<file path="src/rtl/b64_pkg.sv">
package b64_pkg;

  localparam int CountWidth = 13;
  localparam int MaxOutBytesDefault = 4096;
  localparam int CountCap = 8191;
  localparam logic [CountWidth-1:0] OutLimitReset = 13'd2048;

  typedef struct packed {
    logic       bad;
    logic [5:0] val;
  } sextet_t;

  typedef struct packed {
    logic [7:0]            data_byte;
    logic                  is_end;
    logic [CountWidth-1:0] byte_count;
  } result_t;

  typedef struct packed {
    result_t [2:0] ent;
    logic [1:0]    num;
  } bundle_t;

  function automatic sextet_t sextet(input logic [7:0] ch);
    sextet_t s;
    s.bad = 1'b0;
    s.val = 6'd63;
    if (ch >= 8'h41 && ch <= 8'h5a) begin
      s.val = 6'(ch - 8'h41);
    end else if (ch >= 8'h61 && ch <= 8'h7a) begin
      s.val = 6'(ch - 8'h61 + 8'd26);
    end else if (ch >= 8'h30 && ch <= 8'h39) begin
      s.val = 6'(ch - 8'h30 + 8'd52);
    end else if (ch == 8'h2b) begin
      s.val = 6'd62;
    end else if (ch == 8'h2f) begin
      s.val = 6'd63;
    end else begin
      s.bad = 1'b1;
    end
    return s;
  endfunction

endpackage

</file>
<file path="src/rtl/b64_dec_core.sv">
module b64_dec_core #(
  parameter int MAX_OUT_BYTES = b64_pkg::MaxOutBytesDefault
) (
  input  logic                          clk,
  input  logic                          rst,
  input  logic                          cfg_write,
  input  logic [b64_pkg::CountWidth-1:0] cfg_data,
  input  logic                          accept,
  input  logic [7:0]                    char_code,
  output logic                          load,
  output b64_pkg::bundle_t              bundle
);
  import b64_pkg::*;

  localparam int LimCap = (MAX_OUT_BYTES < CountCap) ? MAX_OUT_BYTES : CountCap;
  localparam logic [CountWidth-1:0] LimCapW = CountWidth'(LimCap);

  logic [CountWidth-1:0] out_limit;
  logic [5:0]            vals [3];
  logic [2:0]            inv;
  logic [1:0]            pos;
  logic [CountWidth-1:0] bw;
  logic                  stopped;

  sextet_t               sx;
  logic [CountWidth-1:0] lim;
  logic [CountWidth-1:0] bw1, bw2, bw_next;
  logic                  e0, e1, e2;
  logic [7:0]            b0, b1, b2;
  logic                  is_zero, is_fourth;

  always_comb begin
    sx        = sextet(char_code);
    lim       = (out_limit > LimCapW) ? LimCapW : out_limit;
    is_zero   = (char_code == 8'd0);
    is_fourth = !is_zero && !stopped && (pos == 2'd3) && !inv[0] && !inv[1];
    b0 = {vals[0], vals[1][5:4]};
    b1 = {vals[1][3:0], vals[2][5:2]};
    b2 = {vals[2][1:0], sx.val};
    e0  = is_fourth && (bw < lim);
    bw1 = bw + CountWidth'(e0);
    e1  = is_fourth && !inv[2] && (bw1 < lim);
    bw2 = bw1 + CountWidth'(e1);
    e2  = is_fourth && !sx.bad && (bw2 < lim);
    bw_next = bw2 + CountWidth'(e2);

    bundle = '0;
    if (is_zero) begin
      bundle.num = 2'd1;
      bundle.ent[0] = '{data_byte: 8'd0, is_end: 1'b1, byte_count: bw};
    end else begin
      bundle.num = 2'(e0) + 2'(e1) + 2'(e2);
      bundle.ent[0] = '{data_byte: b0, is_end: 1'b0, byte_count: bw + 13'd1};
      bundle.ent[1] = '{data_byte: e1 ? b1 : b2, is_end: 1'b0, byte_count: bw + 13'd2};
      bundle.ent[2] = '{data_byte: b2, is_end: 1'b0, byte_count: bw + 13'd3};
    end
    load = accept && (bundle.num != 2'd0);
  end

  always_ff @(posedge clk) begin
    if (rst) begin
      out_limit <= OutLimitReset;
      pos       <= 2'd0;
      bw        <= '0;
      stopped   <= 1'b0;
      inv       <= '0;
    end else begin
      if (cfg_write) begin
        out_limit <= cfg_data;
      end
      if (accept) begin
        if (is_zero) begin
          pos     <= 2'd0;
          bw      <= '0;
          stopped <= 1'b0;
          inv     <= '0;
        end else if (!stopped) begin
          if (pos != 2'd3) begin
            inv[pos] <= sx.bad;
            pos      <= pos + 2'd1;
          end else begin
            pos <= 2'd0;
            if (inv[0] || inv[1]) begin
              stopped <= 1'b1;
            end else begin
              bw <= bw_next;
            end
          end
        end
      end
    end
  end

  always_ff @(posedge clk) begin
    if (accept && !is_zero && !stopped && pos != 2'd3) begin
      vals[pos] <= sx.val;
    end
  end

endmodule

</file>
<file path="src/rtl/b64_out_ser.sv">
module b64_out_ser (
  input  logic             clk,
  input  logic             rst,
  input  logic             load,
  input  b64_pkg::bundle_t bundle,
  output logic             can_load,
  output logic             m_tvalid,
  input  logic             m_tready,
  output logic [23:0]      m_tdata,
  output logic             m_tuser,
  output logic             m_tlast
);
  import b64_pkg::*;

  bundle_t    held;
  logic [1:0] idx;
  logic       valid;
  logic       is_last;
  result_t    cur;

  always_comb begin
    cur      = held.ent[idx];
    is_last  = (idx == 2'(held.num - 2'd1));
    can_load = !valid || (m_tready && is_last);
    m_tvalid = valid;
    m_tdata  = {3'd0, cur.byte_count, cur.data_byte};
    m_tuser  = cur.is_end;
    m_tlast  = is_last;
  end

  always_ff @(posedge clk) begin
    if (rst) begin
      valid <= 1'b0;
      idx   <= 2'd0;
    end else if (load) begin
      valid <= 1'b1;
      idx   <= 2'd0;
    end else if (valid && m_tready) begin
      if (is_last) begin
        valid <= 1'b0;
      end else begin
        idx <= idx + 2'd1;
      end
    end
  end

  always_ff @(posedge clk) begin
    if (load) begin
      held <= bundle;
    end
  end

endmodule

</file>
<file path="src/rtl/base64_stream_decoder_top.sv">
// Results: a result is registered and appears in the cycle after its character is accepted.
// Throughput: one character per cycle while the output is not stalled; a character that
//   yields several results holds s_tready low until the result register drains its last one.
// Reset: synchronous, active high; clears group state and byte count and
//   loads out_limit with 2048. No clearing pass.
module base64_stream_decoder_top #(
  parameter int MAX_OUT_BYTES = b64_pkg::MaxOutBytesDefault
) (
  input  logic        clk,
  input  logic        rst,
  input  logic        cfg_valid,
  output logic        cfg_ready,
  input  logic [12:0] cfg_data,   // out_limit
  input  logic        s_tvalid,
  output logic        s_tready,
  input  logic [7:0]  s_tdata,    // char_code
  output logic        m_tvalid,
  input  logic        m_tready,
  output logic [23:0] m_tdata,    // data_byte[7:0], byte_count[20:8], zero fill
  output logic        m_tuser,    // is_end
  output logic        m_tlast
);
  import b64_pkg::*;

  bundle_t bundle;
  logic    load;
  logic    can_load;

  assign cfg_ready = 1'b1;
  assign s_tready  = can_load;

  b64_dec_core #(
    .MAX_OUT_BYTES(MAX_OUT_BYTES)
  ) u_core (
    .clk      (clk),
    .rst      (rst),
    .cfg_write(cfg_valid),
    .cfg_data (cfg_data),
    .accept   (s_tvalid && can_load),
    .char_code(s_tdata),
    .load     (load),
    .bundle   (bundle)
  );

  b64_out_ser u_ser (
    .clk     (clk),
    .rst     (rst),
    .load    (load),
    .bundle  (bundle),
    .can_load(can_load),
    .m_tvalid(m_tvalid),
    .m_tready(m_tready),
    .m_tdata (m_tdata),
    .m_tuser (m_tuser),
    .m_tlast (m_tlast)
  );

endmodule

</file>
<file path="config.mk">
export PLATFORM = sky130hd
export DESIGN_NAME = base64_stream_decoder_top
export DESIGN_NICKNAME = d
export VERILOG_FILES = /design/src/rtl/b64_pkg.sv /design/src/rtl/b64_dec_core.sv /design/src/rtl/b64_out_ser.sv /design/src/rtl/base64_stream_decoder_top.sv
export SDC_FILE = /design/constraint.sdc
export NUM_CORES = 1
export LEC_CHECK = 0
export ABC_AREA = 1
export BUFFER_PORTS_ARGS = -buffer_cell sky130_fd_sc_hd__buf_2
export CORE_UTILIZATION = 56
export DETAILED_ROUTE_END_ITERATION = 8
export PLACE_DENSITY = 0.75
export SYNTH_ARGS = -nofsm -noshare
export SYNTH_HDL_FRONTEND = slang
export SYNTH_SLANG_ARGS = --single-unit
export TNS_END_PERCENT = 50
</file>
<file path="constraint.sdc">
create_clock -name clk -period 8.1 [get_ports clk]
set_clock_uncertainty 0.05 [all_clocks]
set_input_delay 0 -clock clk [delete_from_list [all_inputs] [get_ports clk]]
set_output_delay 0 -clock clk [all_outputs]
set_load 0.1 [all_outputs]
</file>
==> summary.md <==
| Metric | Value |
|---|---|
| PortBufs | `50` |
| Gpl congestion | `0.921` |
| CP peak stage delay | `0.57 ns` |
| FFs w/ async S/R, synth | `0%` |
| Largest net degree at the start of global routing | `52` |
| Post-synthesis xor/xnor area fraction | `2.58%` |
| Hpwl dp | `12900 um` |
| Syn_area_per_cell | `8.08 um2` |
| Final hold vios | `0` |
| Critical Path End Type | `register` |
| Row count | `42` |
| Worst Setup Path Type | `register to register` |
| Drt total wl | `18700 um` |
| Vias in the first global route | `6142` |
| Mapped Area | `0.00775 mm2` |
| Full die area | `0.0143 mm2` |
| Via count | `6747` |
| Largest family of logic cells by synthesized area | `simple AND/OR/NAND/NOR gates` |
| Pwr Density | `roughly 170 mW/mm2` |
| Maximum vdd drop | `103 uV` |
| Commonest cells after routing, fill and taps aside | `nand2_1, nor2_1, o21ai_0` |
| Post-synthesis sequential area ratio | `a little over 40%` |
| Net count, final | `1121` |
| Antenna-violating nets left | `0` |
| Worst Hold Class | `input port to register` |
| Fin cells | `about 1200` |
| Clock Path Buffers | `2` |
| Most common flop cell mapped by yosys | `edfxtp_1` |
| GR Overflow Total | `0` |
| Outcome | `finished clean` |
| Setup Viol. Count Final | `0` |
| Post-Synthesis Cells | `959` |
| Syn-to-layout area delta | `17.6%` |
| Vias per cell | `5.50` |
| Max Cap Violations | `0` |
| Post-synthesis compound-gate area fraction | `13.0%` |
| Die height | `120 um` |
| Gr usage total | `27.0%` |
| Startpoint types | `register` |
| Period utilization | `94.8%` |
| Initial core utilization | `58.1%` |
| Clk root buf | `clkbuf_16` |
| DP Area | `0.00812 mm2` |
| Required time worst endpoint | `8.36 ns` |
| Slowest CP cell | `dlygate4sd3_1` |
| Starting DRT DRC Count | `about 620` |
| Post-route minimum period | `7.68 ns` |
| Placed cells | `~1200` |
| Mux cell area share after synthesis | `0%` |
| Share of cells above drive strength 1 | `between 15 and 20%` |
| Synth Area in Simple Gates | `25.4%` |
| Tightest Pin Transition | `around 1.2 ns` |
| Antenna diodes | `0` |
| Post-Synth Adder-Cell Area | `9.46%` |
| I/O pin count | `55` |
| CTS H-tree lvls | `4` |
| Initial antenna violation count | `0` |
| CTS tree | `built` |
| Pleak | `0.00383 uW` |
| Critical Path AT | `7.93 ns` |
| Yosys warnings | `0` |
| Unique cell type count in the Yosys netlist | `48` |
| Final Slew Violations | `0` |
| Core footprint | `0.0133 mm2` |
| Seq cells post-synth | `119` |
| Avg WL per Cell | `15.2 um` |
| Number of synthesized flops with an enable pin | `84` |
| Drt pass-1 iters | `5` |
| Remaining DRCs | `0` |
| Highest clock rate | `130 MHz` |
| Final core occ | `68.3%` |
| TNS Setup | `0 ns` |
| Rel. slew slack | `19.3%` |
| CP max FO | `7` |
| CTS buffer count | `17` |
| Most common cell after layout, fill and taps aside | `nand2_1` |
| Clk slew on worst S/H paths | `0.06 ns` |
| Die width | `roughly 120 um` |
| First-pass GRT wire length | `around 30000 um` |
| Final Cell Area | `0.00912 mm2` |
| CTS Sinks | `119` |
| Dominant cell type by count on the critical path | `nand2_1` |
| Worst skew pair latency | `0.42 ns` |
## metal layers
layer / track usage (%) / up-vias / wire length (um) / part of all wire [%]
met4: 10.4 / 0 / 390 / 2.1
met1: 36.7 / 3098 / 8470 / 45
met3: 4.33 / 37 / 1100 / 5.9
li1: - / 3377 / - / -
met2: 43.3 / 235 / 8700 / 47
met5: 0 / - / 0 / 0
## Yosys cell counts (15+ instances only)
cell      instances  area (um2)
nor2_1          127         477
inv_1           101         379
o21ai_0         107         536
nand2_1         160         601
ha_1             57         713
clkbuf_1         19        71.3
dfxtp_1          35         701
a21oi_1          63         315
nand2_2          18         113
xor2_1           19         166
nand4_1          15        93.8
nand3_1          55         275
edfxtp_1         84        2520
## worst max-delay path, delay by kind of cell (launching register included)
family | cells | cell delay [ns]
adders and majority gates | 7 | 1.90
and+or+nand+nor | 22 | 2.76
AOI/OAI and AO/OA | 10 | 1.31
DFF | 1 | 0.34
buffers and inverters | 6 | 0.98
xor gates and xnor gates | 1 | 0.20
## kinds of logic (layout without fill, tap and decap cells)
| family | Yosys count | count (layout) |
|---|---|---|
| other | 2 | 4 |
| AOI/OAI and AO/OA | 190 | 190 |
| and+or+nand+nor | 421 | 422 |
| xor gates and xnor gates | 22 | 22 |
| buffers and inverters | 147 | 235 |
| DFF | 119 | 119 |
| adders and majority gates | 58 | 58 |
## sequential cells by signal, indices dropped and copies added (netlist names)
signal / flops
u_core.stopped: 1
u_ser.held: 66
u_core.vals: 18
u_core.inv: 3
u_ser.m_tvalid: 1
u_core.pos: 2
u_core.out_limit: 13
u_core.bw: 13
u_ser.idx: 2
## per-stage QoR
step	power (uW)	setup slack (ns)	hold WS, ns
floorplan	791	0.0179	0.0191
global placement	822	0.323	0.167
detailed placement	825	0.116	0.176
CTS	1570	0.0630	0.0968
global route	1610	-0.123	0.135
finish	1570	0.424	0.104
## what timing repair did
action	in CTS	in global routing
setup endpoints to repair	0	79
resized for setup	0	23
hold buffers	30	0
endpoints found under the hold margin	29	0
buffers inserted	0	3
## power by group
part           internal (uW)  switching (uW)
clock network            452             284
logic                   48.2             105
registers                667            9.26
## path summary, 6_finish.rpt
path,endpoint,start,cells after the start,slack [ns]
worst max-delay path,u_ser.m_tvalid,u_core.out_limit[8],46,0.42
worst min-delay path,u_core.inv[0],s_tdata[5],6,0.10
worst max register to register,u_ser.m_tvalid,u_core.out_limit[8],46,0.42
worst min register to register,u_core.pos[1],u_core.pos[1],2,0.45
## final cells by class
cell class                      instances  area (um2)
Multi-Input combinational cell        696        4020
Clock buffer                           17         425
Fill cell                            1090        4230
Clock inverter                         15         151
Sequential cell                       119        3220
Tap cell                              176         220
Timing Repair Buffer                   93         661
Inverter                              110         415
Note: power is estimated with default switching activity, not from simulation.
